--- config.mk ---
export PLATFORM = sky130hd
export DESIGN_NAME = ema_baseline_event_detector
export DESIGN_NICKNAME = d
export VERILOG_FILES = /design/src/hw/rtl/ebed_pkg.sv /design/src/hw/rtl/ema_baseline_event_detector.sv
export SDC_FILE = /design/constraint.sdc
export NUM_CORES = 2
export LEC_CHECK = 0
export CAP_MARGIN = 25
export CORE_MARGIN = 5
export CORE_UTILIZATION = 40
export CTS_CLUSTER_DIAMETER = 80
export CTS_CLUSTER_SIZE = 10
export DETAILED_ROUTE_END_ITERATION = 16
export DONT_BUFFER_PORTS = 1
export GPL_ROUTABILITY_DRIVEN = 0
export PLACE_DENSITY = 0.59
export RECOVER_POWER = 100
export SYNTH_ARGS = -nofsm -noshare
export SYNTH_HDL_FRONTEND = slang
export SYNTH_SLANG_ARGS = --single-unit
--- constraint.sdc ---
create_clock -name clk -period 19.6 [get_ports clk]
set_input_delay 0.98 -clock clk [delete_from_list [all_inputs] [get_ports clk]]
set_output_delay 0.98 -clock clk [all_outputs]
set_load 0.02 [all_outputs]
--- src/hw/rtl/ebed_pkg.sv ---
// Shared constants and register codes for the EMA baseline event detector.
package ebed_pkg;

  // Sample width default and fixed field widths
  localparam int SAMPLE_BITS_DEF = 16;
  localparam int TIME_W          = 32;
  localparam int FRAC_SHIFT      = 16;
  localparam int CFG_W           = 16;
  localparam int CFG_DATA_W      = 32;
  localparam int CFG_ADDR_W      = 8;
  localparam int OUT_W           = 16;

  // Register indexes
  localparam logic [CFG_ADDR_W-1:0] REG_THRESHOLD  = 8'd0;
  localparam logic [CFG_ADDR_W-1:0] REG_ALPHA      = 8'd1;
  localparam logic [CFG_ADDR_W-1:0] REG_WARMUP     = 8'd2;
  localparam logic [CFG_ADDR_W-1:0] REG_REFRACTORY = 8'd3;

  // Register reset values
  localparam logic [CFG_W-1:0] THRESHOLD_RST  = 16'd160;
  localparam logic [CFG_W-1:0] ALPHA_RST      = 16'd1311;
  localparam logic [CFG_W-1:0] WARMUP_RST     = 16'd5000;
  localparam logic [CFG_W-1:0] REFRACTORY_RST = 16'd10000;

endpackage

--- src/hw/rtl/ema_baseline_event_detector.sv ---
// EMA baseline tracker with threshold event detection on a sample stream.
// A sample moves from the input register into the result register, where m_tvalid offers its result.
// One sample per cycle while m_tready does not stall the result; the baseline multiply-add is combinational.
// One extra sample is held in the input register while a result waits on m_tready.
// Reset (rst, synchronous, active high) clears both stages, the seed flag and event state,
// and loads the register defaults; the next sample after reset seeds the baseline.
module ema_baseline_event_detector
  import ebed_pkg::*;
#(
  parameter int SAMPLE_BITS = SAMPLE_BITS_DEF
) (
  input  logic                  clk,
  input  logic                  rst,
  // sample stream
  input  logic                  s_tvalid,
  output logic                  s_tready,
  // fields from bit 0: magnitude[SAMPLE_BITS], time_ms[32], zero padding to bytes
  input  logic [((SAMPLE_BITS + TIME_W + 7) / 8) * 8 - 1:0] s_tdata,
  // result stream
  output logic                  m_tvalid,
  input  logic                  m_tready,
  // fields from bit 0: deviation[16], event_peak[16], event_duration[32]
  output logic [63:0]           m_tdata,
  // fields from bit 0: event_started[1], event_closed[1]
  output logic [1:0]            m_tuser,
  // register write channel
  input  logic                  cfg_valid,
  output logic                  cfg_ready,
  input  logic [CFG_ADDR_W-1:0] cfg_addr,
  input  logic [CFG_DATA_W-1:0] cfg_data
);

  // Baseline is the sample with FRAC_SHIFT fraction bits
  localparam int BW = SAMPLE_BITS + FRAC_SHIFT;
  localparam int PW = BW + CFG_W;
  localparam logic [BW:0]   DEV_HALF  = (BW + 1)'(1) << (FRAC_SHIFT - 1);
  localparam logic [PW-1:0] STEP_HALF = PW'(1) << (FRAC_SHIFT - 1);
  localparam logic [BW-1:0] BASE_MAX  = {{SAMPLE_BITS{1'b1}}, {FRAC_SHIFT{1'b0}}};

  // configuration registers
  logic [CFG_W-1:0] trigger_threshold;
  logic [CFG_W-1:0] smoothing_alpha;
  logic [CFG_W-1:0] warmup_time;
  logic [CFG_W-1:0] refractory_time;

  // input register
  logic                   in_full;
  logic [SAMPLE_BITS-1:0] in_mag;
  logic [TIME_W-1:0]      in_time;

  // detector state
  logic                   seeded;
  logic [BW-1:0]          baseline;
  logic [TIME_W-1:0]      first_time;
  logic                   event_open;
  logic [SAMPLE_BITS-1:0] peak_so_far;
  logic [TIME_W-1:0]      start_time;
  logic [TIME_W-1:0]      last_over_time;

  // result register
  logic [OUT_W-1:0]  out_dev;
  logic              out_started;
  logic              out_closed;
  logic [OUT_W-1:0]  out_peak;
  logic [TIME_W-1:0] out_dur;

  logic advance;

  // datapath
  logic [BW-1:0]          mag_full;
  logic                   up;
  logic [BW-1:0]          diff;
  logic [BW:0]            dev_round;
  logic [SAMPLE_BITS:0]   dev_wide;
  logic [SAMPLE_BITS-1:0] dev;
  logic [PW-1:0]          prod;
  logic [PW-1:0]          prod_round;
  logic [BW-1:0]          step;
  logic [BW-1:0]          baseline_next;
  logic [TIME_W-1:0]      since_seed;
  logic [TIME_W-1:0]      since_start;
  logic                   warm;
  logic                   over;
  logic                   close_now;
  logic [SAMPLE_BITS-1:0] peak_next;
  logic [TIME_W-1:0]      last_over_next;
  logic [TIME_W-1:0]      dur_next;

  // the input register empties whenever the result register can take its sample
  assign advance   = in_full && (!m_tvalid || m_tready);
  assign s_tready  = !in_full || advance;
  assign cfg_ready = 1'b1;

  always_comb begin
    mag_full   = {in_mag, {FRAC_SHIFT{1'b0}}};
    up         = mag_full >= baseline;
    diff       = up ? (mag_full - baseline) : (baseline - mag_full);
    // deviation rounded half up, saturated to the sample range
    dev_round  = {1'b0, diff} + DEV_HALF;
    dev_wide   = dev_round[BW:FRAC_SHIFT];
    dev        = dev_wide[SAMPLE_BITS] ? {SAMPLE_BITS{1'b1}} : dev_wide[SAMPLE_BITS-1:0];
    // EMA step never exceeds diff, so the baseline stays between old value and sample
    prod       = PW'(diff) * PW'(smoothing_alpha);
    prod_round = prod + STEP_HALF;
    step       = prod_round[PW-1:FRAC_SHIFT];
    baseline_next = up ? (baseline + step) : (baseline - step);

    since_seed  = in_time - first_time;
    since_start = in_time - start_time;
    warm        = since_seed >= TIME_W'(warmup_time);
    over        = TIME_W'(dev) > TIME_W'(trigger_threshold);
    close_now   = since_start >= TIME_W'(refractory_time);
    // the closing sample still counts toward peak and last over-threshold time
    peak_next      = (dev > peak_so_far) ? dev : peak_so_far;
    last_over_next = over ? in_time : last_over_time;
    dur_next       = last_over_next - start_time;
  end

  always_ff @(posedge clk) begin
    if (rst) begin
      trigger_threshold <= THRESHOLD_RST;
      smoothing_alpha   <= ALPHA_RST;
      warmup_time       <= WARMUP_RST;
      refractory_time   <= REFRACTORY_RST;
      in_full           <= 1'b0;
      m_tvalid          <= 1'b0;
      seeded            <= 1'b0;
      event_open        <= 1'b0;
      baseline          <= '0;
      first_time        <= '0;
      peak_so_far       <= '0;
      start_time        <= '0;
      last_over_time    <= '0;
    end else begin
      if (cfg_valid && cfg_ready) begin
        case (cfg_addr)
          REG_THRESHOLD:  trigger_threshold <= cfg_data[CFG_W-1:0];
          REG_ALPHA:      smoothing_alpha   <= cfg_data[CFG_W-1:0];
          REG_WARMUP:     warmup_time       <= cfg_data[CFG_W-1:0];
          REG_REFRACTORY: refractory_time   <= cfg_data[CFG_W-1:0];
          default: ;
        endcase
      end

      // input stage
      if (s_tvalid && s_tready) begin
        in_full <= 1'b1;
      end else if (advance) begin
        in_full <= 1'b0;
      end

      // result stage
      if (advance) begin
        m_tvalid <= 1'b1;
      end else if (m_tready) begin
        m_tvalid <= 1'b0;
      end

      if (advance) begin
        if (!seeded) begin
          // seed sample: load the baseline, report all zeros
          seeded     <= 1'b1;
          baseline   <= mag_full;
          first_time <= in_time;
        end else begin
          baseline <= baseline_next;
          if (warm) begin
            if (event_open) begin
              peak_so_far    <= peak_next;
              last_over_time <= last_over_next;
              if (close_now) begin
                event_open  <= 1'b0;
                peak_so_far <= '0;
              end
            end else if (over) begin
              event_open     <= 1'b1;
              start_time     <= in_time;
              last_over_time <= in_time;
              peak_so_far    <= dev;
            end
          end
        end
      end
    end
  end

  // payload registers, no reset
  always_ff @(posedge clk) begin
    if (s_tvalid && s_tready) begin
      in_mag  <= s_tdata[SAMPLE_BITS-1:0];
      in_time <= s_tdata[SAMPLE_BITS +: TIME_W];
    end
    if (advance) begin
      out_dev     <= seeded ? OUT_W'(dev) : '0;
      out_started <= seeded && warm && !event_open && over;
      out_closed  <= seeded && warm && event_open && close_now;
      out_peak    <= (seeded && warm && event_open && close_now) ? OUT_W'(peak_next) : '0;
      out_dur     <= (seeded && warm && event_open && close_now) ? dur_next : '0;
    end
  end

  assign m_tdata = {out_dur, out_peak, out_dev};
  assign m_tuser = {out_closed, out_started};

  // seed sample gives an all-zero result
  a_seed_zero: assert property (@(posedge clk) disable iff (rst)
    (advance && !seeded) |=> (m_tdata == '0 && m_tuser == '0))
    else $error("seed sample result not zero");

  // an event cannot open and close on the same sample
  a_start_close_excl: assert property (@(posedge clk) disable iff (rst)
    m_tvalid |-> !(m_tuser[0] && m_tuser[1]))
    else $error("event started and closed together");

  // opening an event is always reported with the sample that opened it
  a_start_reported: assert property (@(posedge clk) disable iff (rst)
    $rose(event_open) |-> (m_tvalid && m_tuser[0]))
    else $error("event opened without start flag");

  // baseline never passes the largest sample
  a_baseline_range: assert property (@(posedge clk) disable iff (rst)
    seeded |-> (baseline <= BASE_MAX))
    else $error("baseline out of range");

  // input register holds while the result stage is stalled
  a_stall_hold: assert property (@(posedge clk) disable iff (rst)
    (in_full && m_tvalid && !m_tready) |-> !s_tready)
    else $error("input taken while both stages are full");

endmodule
==> metrics.txt <==
status=finished with violations; failing checks=capacitance limit, slew limit; relative slew slack=-1.00; row count=115; Reg clk slew, reported paths=0.06 ns; area delta synth->final=6.69%; DP HPWL=a little under 80000 µm; drc violations=0; Clock Sinks=326; Setup CP Type=register to register; Final #Nets=5404; class of the worst hold path=register to register; clk root buf=clkbuf_16; number of global-route vias before repair=31.5k; DIE AREA=105000 µm²; fmax=63.6 MHz; Max-Cap Viols=7; vias=slightly above 30k; CP endpoint kind=register; GRT Total Usage=0.199; CP max stage delay=1.37 ns; Starting Density=0.402; placed cells=between 5k and 6k; ys async rst share=0; first-pass GRT wire length=171000 µm; final cell count without fillers=5835; Worst Slack Setup Final=~4 ns; fin. max-slew vios=226; Clock Path Buffers=3; cells after synthesis=4610; final setup violation count=0; Post-CTS Resized=0; Post-synth EDFFs=114; cts hold-fix bufs=0; setup TNS=0 ns; Clock Latency Late Sink=0.60 ns; total routed wirelength=105000 µm; CP arrival=16.20 ns; CP Data Required Time=about 20 ns; WHS=roughly 0.45 ns; Die X=~320 µm; Post-CTS Setup Inserts=0; crit path max fanout=33; Final ANT Viol Nets=0; Synth cell types=roughly 100; port bufs=0; H-Tree Depth=2; Top-Level Pins=162; cell mode on critical path=fa_1; critical path launch point type=register; CTS tree=yes; synth warn=0; Hold Vio Cnt, Final=0; CTS Buf Count=40; Post-Syn Nets=5495; Cell Area, Synth=a little under 40000 µm²; Critical-path top delay cell=nand3_1; crit share post-route=0.802; sequential area share after synthesis=0.194; drt initial violations=1551; RSZ-0062 raised after global routing=false; TritonRoute pass-1 iters=5; Place WS=6.12 ns; Avg WL per Cell=18.1 µm; initial antenna violation count=9; Chip Height=324 µm; Slew @ Worst Pin=between 3 and 4 ns; layout cells sized above 1=0.0396; post-layout min period=15.72 ns; Synth Area per Inst=between 8 and 9 µm²; global route overflow=0; skew final=between 0.02 and 0.025 ns; vias per cell=5.30; Synth Register Bits=326; Core Region=98300 µm²; largest net degree at the start of global routing=199; Post-synth top flop=dfxtp_1
area by class of cell:
type	instances	area (µm²)
Antenna cell	2	5.00
Clock buffer	63	1130
Clock inverter	6	88.8
Fill cell	9795	56100
Inverter	756	2840
Multi-Input combinational cell	3331	28400
Sequential cell	326	7680
Tap cell	1287	1610
Timing Repair Buffer	64	435
state kept, by name, summed over array words and instances, names as in the netlist, 16 cells and up:
signal / flops
peak_so_far: 16
first_time: 32
out_dur: 32
start_time: 32
refractory_time: 16
out_peak: 16
in_mag: 16
trigger_threshold: 16
warmup_time: 16
baseline: 32
out_dev: 16
in_time: 32
last_over_time: 32
smoothing_alpha: 16
placed cells by master, fill, tap and decap left out, types with 122 or more instances in the layout:
cell / instances
a21oi_1: 231
and2_1: 222
dfxtp_1: 205
fa_1: 422
ha_1: 370
inv_1: 754
nand2_1: 583
nor2_1: 241
o21ai_0: 130
xnor2_1: 122
through the flow:
stage	util	cell area, µm²
floorplan	-	39500
global placement	0.417	41000
detailed placement	0.417	41000
CTS	0.430	42200
global route	0.429	42200
finish	0.429	42200
per-layer routing:
layer  vias to the layer above  track usage  wire (µm)
li1                      14900            -          -
met4                         0       0.0618       3420
met3                       210       0.0259       4880
met5                         -            0          0
met1                     15200        0.254      45400
met2                       654        0.350      51600
worst paths after layout:
check	endpoint	slack (ns)	startpoint	cells after the start
hold reg to reg	smoothing_alpha[7]	0.45	smoothing_alpha[7]	2
setup / recovery	baseline[30]	3.88	in_mag[9]	43
hold / removal	smoothing_alpha[7]	0.45	smoothing_alpha[7]	2
setup reg to reg	baseline[30]	3.88	in_mag[9]	43
Yosys cell counts (all sizes together) (110+ instances only):
library cell    n  area, µm²
clkbuf        173        649
nor2          242        911
inv           755       2830
xnor2         130       1140
dfxtp         212       4240
o21ai         134        674
mux2i         110       1100
fa            422       8450
and2          252       1580
nand2         583       2190
edfxtp        114       3420
ha            370       4630
a21oi         232       1160
worst max-delay path: cells and delay by family (launching register included):
family / cells / cell delay [ns]
buf+inv: 5 / 1.27
flops: 1 / 0.38
simple gates: 9 / 3.74
mux: 1 / 0.24
compound gates: 16 / 5.34
fa+ha+maj: 9 / 4.04
xor+xnor: 3 / 0.58
kinds of logic (layout without fill, tap and decap cells):
group                      count (synthesis)  count (layout)  share of synthesized area
DFF                                      326             326                      0.194
muxes                                    144             144                     0.0375
adders and majority gates                792             792                      0.331
and+or+nand+nor                         1414            1414                      0.173
AOI/OAI and AO/OA                        791             791                      0.131
xor gates and xnor gates                 189             189                     0.0419
other                                      1               3                  0.0000949
buffers and inverters                    953             889                     0.0911
Power is not shown: default switching activity piles up to over one toggle a cycle in this logic, so the estimate is an artifact.
